==> src/sv/mlsu_pkg.sv <==
// Shared constants, codes and types for the mutex lock state unit.
package mlsu_pkg;

   localparam int ID_BITS_DEF    = 16;
   localparam int DEPTH_BITS_DEF = 8;
   localparam int ACTION_BITS    = 2;
   localparam int KIND_BITS      = 2;
   localparam int STATUS_BITS    = 3;

   typedef enum logic [ACTION_BITS-1:0] {
      ACT_LOCK   = 2'd0,
      ACT_TRY    = 2'd1,
      ACT_UNLOCK = 2'd2,
      ACT_RSVD   = 2'd3
   } action_type;

   typedef enum logic [KIND_BITS-1:0] {
      KIND_NORMAL    = 2'd0,
      KIND_ERRCHK    = 2'd1,
      KIND_RECURSIVE = 2'd2,
      KIND_RSVD      = 2'd3
   } kind_type;

   typedef enum logic [STATUS_BITS-1:0] {
      ST_OK       = 3'd0,
      ST_BUSY     = 3'd1,
      ST_WAIT     = 3'd2,
      ST_DEADLOCK = 3'd3,
      ST_NOPERM   = 3'd4
   } status_type;

   typedef struct packed {
      status_type status;
      logic       wake;
   } rsp_flags_type;

endpackage

==> src/sv/mlsu_decide.sv <==
// Decision logic that applies one request to the mutex state.
module mlsu_decide #(
   parameter int ID_BITS    = mlsu_pkg::ID_BITS_DEF,
   parameter int DEPTH_BITS = mlsu_pkg::DEPTH_BITS_DEF
) (
   input  mlsu_pkg::kind_type      lock_kind,
   input  mlsu_pkg::action_type    action,
   input  logic [ID_BITS-1:0]      requester_id,
   input  logic                    held,
   input  logic [ID_BITS-1:0]      owner,
   input  logic [DEPTH_BITS-1:0]   depth,
   output logic                    held_next,
   output logic [ID_BITS-1:0]      owner_next,
   output logic [DEPTH_BITS-1:0]   depth_next,
   output mlsu_pkg::rsp_flags_type flags
);
   import mlsu_pkg::*;

   logic mine;
   logic is_rec;
   logic is_chk;
   logic is_normal;

   assign mine      = held && (owner == requester_id);
   assign is_rec    = (lock_kind == KIND_RECURSIVE);
   assign is_chk    = (lock_kind == KIND_ERRCHK);
   assign is_normal = !is_rec && !is_chk;

   always_comb begin
      held_next    = held;
      owner_next   = owner;
      depth_next   = depth;
      flags.status = ST_OK;
      flags.wake   = 1'b0;
      unique case (action)
         ACT_LOCK, ACT_TRY: begin
            if (!held) begin
               held_next  = 1'b1;
               owner_next = requester_id;
               depth_next = '0;
            end else if (mine && is_rec) begin
               if (!(&depth)) begin
                  depth_next = depth + 1'b1;
               end
            end else if (action == ACT_TRY) begin
               flags.status = ST_BUSY;
            end else if (mine && is_chk) begin
               flags.status = ST_DEADLOCK;
            end else begin
               flags.status = ST_WAIT;
            end
         end
         ACT_UNLOCK: begin
            if (is_normal) begin
               if (held) begin
                  held_next  = 1'b0;
                  owner_next = '0;
                  depth_next = '0;
                  flags.wake = 1'b1;
               end
            end else if (!mine) begin
               flags.status = ST_NOPERM;
            end else if (is_rec && (depth != '0)) begin
               depth_next = depth - 1'b1;
            end else begin
               held_next  = 1'b0;
               owner_next = '0;
               depth_next = '0;
               flags.wake = 1'b1;
            end
         end
         default: begin
            flags.status = ST_NOPERM;
         end
      endcase
   end

endmodule

==> src/sv/mutex_lock_state_unit.sv <==
// Top level of the mutex lock state unit: request register, state and result register.
// A request beat passes through the request register, then the result register.
// Throughput: one request per cycle while rsp_tready stays high.
// The mutex state is updated as a request moves from the request register to the result
// register, so back-to-back requests see each other's effect in order.
// Reset clears both valid flags, the lock kind, and frees the mutex (owner 0, depth 0).
module mutex_lock_state_unit #(
   parameter int ID_BITS    = mlsu_pkg::ID_BITS_DEF,
   parameter int DEPTH_BITS = mlsu_pkg::DEPTH_BITS_DEF
) (
   input  logic                                   clock,
   input  logic                                   reset,
   input  logic                                   req_tvalid,
   output logic                                   req_tready,
   // Fields from bit 0 up: action, requester_id, zero padding.
   input  logic [((ID_BITS+mlsu_pkg::ACTION_BITS+7)/8)*8-1:0] req_tdata,
   output logic                                   rsp_tvalid,
   input  logic                                   rsp_tready,
   // Fields from bit 0 up: status, wake_waiters, holder_id, zero padding.
   output logic [((ID_BITS+mlsu_pkg::STATUS_BITS+8)/8)*8-1:0] rsp_tdata,
   input  logic                                   csr_wr_en,
   input  logic [mlsu_pkg::KIND_BITS-1:0]         csr_wr_data
);
   import mlsu_pkg::*;

   localparam int RSP_BITS = ((ID_BITS + STATUS_BITS + 8) / 8) * 8;
   localparam int RSP_USED = ID_BITS + STATUS_BITS + 1;

   kind_type              kind_ff;
   logic                  req_vld_ff;
   action_type            req_action_ff;
   logic [ID_BITS-1:0]    req_id_ff;
   logic                  rsp_vld_ff;
   rsp_flags_type         rsp_flags_ff;
   logic [ID_BITS-1:0]    rsp_holder_ff;
   logic                  held_ff;
   logic [ID_BITS-1:0]    owner_ff;
   logic [DEPTH_BITS-1:0] depth_ff;

   logic                  held_in;
   logic [ID_BITS-1:0]    owner_in;
   logic [DEPTH_BITS-1:0] depth_in;
   rsp_flags_type         flags_in;
   logic                  rsp_free;
   logic                  advance;
   logic                  req_take;

   assign rsp_free   = !rsp_vld_ff || rsp_tready;
   assign advance    = req_vld_ff && rsp_free;
   assign req_tready = !req_vld_ff || rsp_free;
   assign req_take   = req_tvalid && req_tready;

   mlsu_decide #(
      .ID_BITS   (ID_BITS),
      .DEPTH_BITS(DEPTH_BITS)
   ) u_decide (
      .lock_kind   (kind_ff),
      .action      (req_action_ff),
      .requester_id(req_id_ff),
      .held        (held_ff),
      .owner       (owner_ff),
      .depth       (depth_ff),
      .held_next   (held_in),
      .owner_next  (owner_in),
      .depth_next  (depth_in),
      .flags       (flags_in)
   );

   always_ff @(posedge clock) begin
      if (reset) begin
         kind_ff    <= KIND_NORMAL;
         req_vld_ff <= 1'b0;
         rsp_vld_ff <= 1'b0;
         held_ff    <= 1'b0;
         owner_ff   <= '0;
         depth_ff   <= '0;
      end else begin
         if (csr_wr_en) begin
            kind_ff <= kind_type'(csr_wr_data);
         end
         if (req_tready) begin
            req_vld_ff <= req_tvalid;
         end
         if (rsp_free) begin
            rsp_vld_ff <= req_vld_ff;
         end
         if (advance) begin
            held_ff  <= held_in;
            owner_ff <= owner_in;
            depth_ff <= depth_in;
         end
      end
   end

   always_ff @(posedge clock) begin
      if (req_take) begin
         req_action_ff <= action_type'(req_tdata[ACTION_BITS-1:0]);
         req_id_ff     <= req_tdata[ACTION_BITS +: ID_BITS];
      end
      if (advance) begin
         rsp_flags_ff  <= flags_in;
         rsp_holder_ff <= held_in ? owner_in : '0;
      end
   end

   assign rsp_tvalid = rsp_vld_ff;
   assign rsp_tdata  = RSP_BITS'({rsp_holder_ff, rsp_flags_ff.wake, rsp_flags_ff.status});

   if (RSP_USED > RSP_BITS) begin : g_bad_width
      $error("Result packing does not fit.");
   end

endmodule

==> config.mk <==
export PLATFORM = sky130hd
export DESIGN_NAME = mutex_lock_state_unit
export DESIGN_NICKNAME = d
export VERILOG_FILES = /design/src/sv/mlsu_pkg.sv /design/src/sv/mlsu_decide.sv /design/src/sv/mutex_lock_state_unit.sv
export SDC_FILE = /design/constraint.sdc
export NUM_CORES = 1
export LEC_CHECK = 0
export BUFFER_PORTS_ARGS = -buffer_cell sky130_fd_sc_hd__buf_2
export CAP_MARGIN = 30
export CORE_UTILIZATION = 56
export CTS_CLUSTER_SIZE = 40
export DETAILED_ROUTE_END_ITERATION = 8
export GPL_TIMING_DRIVEN = 0
export PLACE_DENSITY = 0.8
export SLEW_MARGIN = 20
export SYNTH_ARGS = -nofsm -noshare
export SYNTH_HDL_FRONTEND = slang
export SYNTH_SLANG_ARGS = --single-unit
==> constraint.sdc <==
create_clock -name clock -period 3.5 [get_ports clock]
set_input_delay 0.7 -clock clock [delete_from_list [all_inputs] [get_ports clock]]
set_output_delay 0.7 -clock clock [all_outputs]
set_load 0.01 [all_outputs]
==> impl_metrics.yaml <==
logic_synthesis:
  yosys-top-cells-count: "49 x nand2_1, 38 x edfxtp_1, 29 x dfxtp_1"
  yosysUniqueCellTypes: 53
  yosysMostFrequentCell: "nand2_1"
  synth_edf_count: 38
  syn_area_sq_um: 3360
  synthCells: 330
  yosysWarnings: 0
  synth.area.top_cells: "edfxtp_1 34%, dfxtp_1 17%, nand2_1 5.5%"
  yosysSeqAreaShare: 0.512
  avgSynthCellArea_sq_um: 10.2
  ys_ff_latch: 67
  synthFlopType: "edfxtp_1"
  async_flop_share: 0
  synth_top_area_frac: 0.339
  yosys.area.top_type: "edfxtp_1"
timing:
  fin_worst_skew_ns: 0.0118
  rsz0062_at_grt: "no"
  slew_violations: 0
  setup_violations: 0
  slew-limit-headroom: 0.406
  worstMarginPinSlew_ns: 0.889
  final-hold-violation-count: 0
  setup_ws_ns: 0.524
  period_minus_slack_ns: 2.98
  fmax_mhz: 336
  timing.hold.ws_ns: 0.503
  tns_ns: 0
  post-route-period-util: 0.850
route:
  dr.pass1.iters: 5
  drt-total-wl_microns: 7450
  antenna_left: 0
  viasPerCell: 6.06
  drc: 0
  vias: 2831
  drtIter0Drc: 313
  wl_per_cell_microns: 16.0
clock_network:
  cts_tree: "yes"
  path_clk_slew_ns: 0.07
  cts.path.max_buffers: 2
  post_cts_buffers: 0
  cts_made_buffers: 9
  h-tree-depth: 3
  hold_buffers: 0
  cts_sinks: 67
  cts_root_buffer: "clkbuf_8"
  post_cts_resize_count: 0
  clock_latency_ns: 0.35
global_routing:
  grt_pass1_vias: 2650
  grt_first_pass_wirelength_microns: 12200
  grt_start_max_net_pins: 23
  met3_usage: 0.0594
  grt.met1_usage: 0.336
  grt-busiest-layer: "met2"
  antenna_found_initial: 0
  gr-total-overflow: 0
  grtUsageMet2: 0.400
  grt_use_total: 0.257
place:
  dp.cells: 451
  dp_slack_ns: 0.222
  hpwlAfterDp_microns: 5230
  gp_routability_congestion: 0.849
  port_buffers: 46
hold_path:
  hp-class: "reg -> reg"
floorplanning:
  die_width_microns: 79.5
  core_sq_um: 5640
  dieArea_sq_um: 6320
  rows: 27
  ioPinCount: 57
  start_util: 0.596
  die_height_microns: 79.5
setup_path:
  cp-start-kind: "input pin"
  cp.arrival_ns: 3.21
  crit_required_ns: 3.73
  path_max_fanout: 22
  slowest_stage: "inv_1"
  crit_path_max_incr_delay_ns: 0.69
  path_cells: "buf_2 -> nor2b_1 -> nand2b_1 -> inv_1 -> o21ai_0 -> a41o_1 -> nor3b_4 -> mux2_4"
  criticalPathCategory: "in -> reg"
  setup.worst_path.end_class: "flip-flop"
pwr:
  vdd_drop_max_v: 0.000329
  p_leak_nw: 1.48
  power.density_nw_per_um2: 434
cells_and_area:
  drive_above_1_share: 0.205
  stdcell_count: 467
  diodes: 0
  syn2layout_area_growth_pct: 15.6
  nets: 426
run:
  cap_violations: 0
run_status:
  status: "complete, no violations"
## sequential cells by signal (all words and copies together), names as in the netlist
name and cells:
rsp_tvalid 1, kind_ff 2, rsp_holder_ff 16, req_id_ff 16, held_ff 1, req_vld_ff 1, rsp_tdata 4, depth_ff 8
owner_ff 16, req_action_ff 2
## critical path, delay by kind of cell
| family | cells | cell delay (ns) |
|---|---|---|
| AOI/OAI and AO/OA | 2 | 0.64 |
| and+or+nand+nor | 3 | 0.76 |
| buffers and inverters | 2 | 0.77 |
| muxes | 1 | 0.34 |
## final cells by class
class,count,area (sq um)
fillers,426,1760
flip-flops and latches,67,1720
multi-input cells,238,1530
repair buffers,46,230
clock buffers,9,124
plain buffers,19,92.6
well taps,72,90.1
clock inverters,7,67.6
inverters,9,33.8
## logic make-up (layout without fill, tap and decap cells)
family	Yosys count	after routing	synth area share
simple gates	115	115	0.174
flops	67	67	0.512
mux	8	8	0.0272
buf+inv	28	90	0.0376
compound gates	88	88	0.182
fa+ha+maj	5	5	0.0186
other cells	1	4	0.00112
xor+xnor	18	18	0.0469
## power breakdown
group          total, mW  switching, mW  internal (mW)
sequential         0.895         0.0260          0.869
clock              0.627          0.301          0.326
combinational      0.165          0.105         0.0604
total               1.69          0.431           1.26
## metal layers
metal | wire (microns) | vias to the layer above
met5 | 0 | -
met3 | 553 | 16
met4 | 120 | 0
li1 | - | 1331
met2 | 3510 | 141
met1 | 3270 | 1343
## metrics by stage
stage	power [mW]	util	cell area, sq um
3_5_place_dp	1.07	0.655	3690
4_1_cts	1.69	0.689	3880
5_1_grt	1.75	0.689	3880
6_report	1.69	0.689	3880
3_3_place_gp	1.07	0.655	3690
2_1_floorplan	1.01	-	3370
## worst paths after layout
kind                                  start          end  slack, ns  cells past startpoint
worst min-delay path            owner_ff[1]  owner_ff[1]       0.50                      2
worst max-delay path             rsp_tready  depth_ff[6]       0.52                      8
worst min register to register  owner_ff[1]  owner_ff[1]       0.50                      2
worst max register to register   rsp_tvalid  depth_ff[6]       0.55                      7
## cells in the final DEF, fill, tap and decap left out, drive strengths merged, types with 2 or more instances in the layout
master / instances
buf: 53
nand2: 49
edfxtp: 38
dfxtp: 29
a21oi: 25
nand3: 21
clkbuf: 21
o21ai: 18
a22oi: 17
xor2: 15
nor2: 14
inv: 9
and3: 6
nor4: 6
nor2b: 5
mux2i: 5
ha: 5
clkinv: 5
a221oi: 4
a211o: 4
conb: 4
nand2b: 3
xnor2: 3
and2: 3
nand4: 3
a31oi: 3
mux2: 3
nor3: 2
o311ai: 2
a32oi: 2
o32a: 2
o211ai: 2
o22ai: 2
Power figures use the tool's default switching activity.
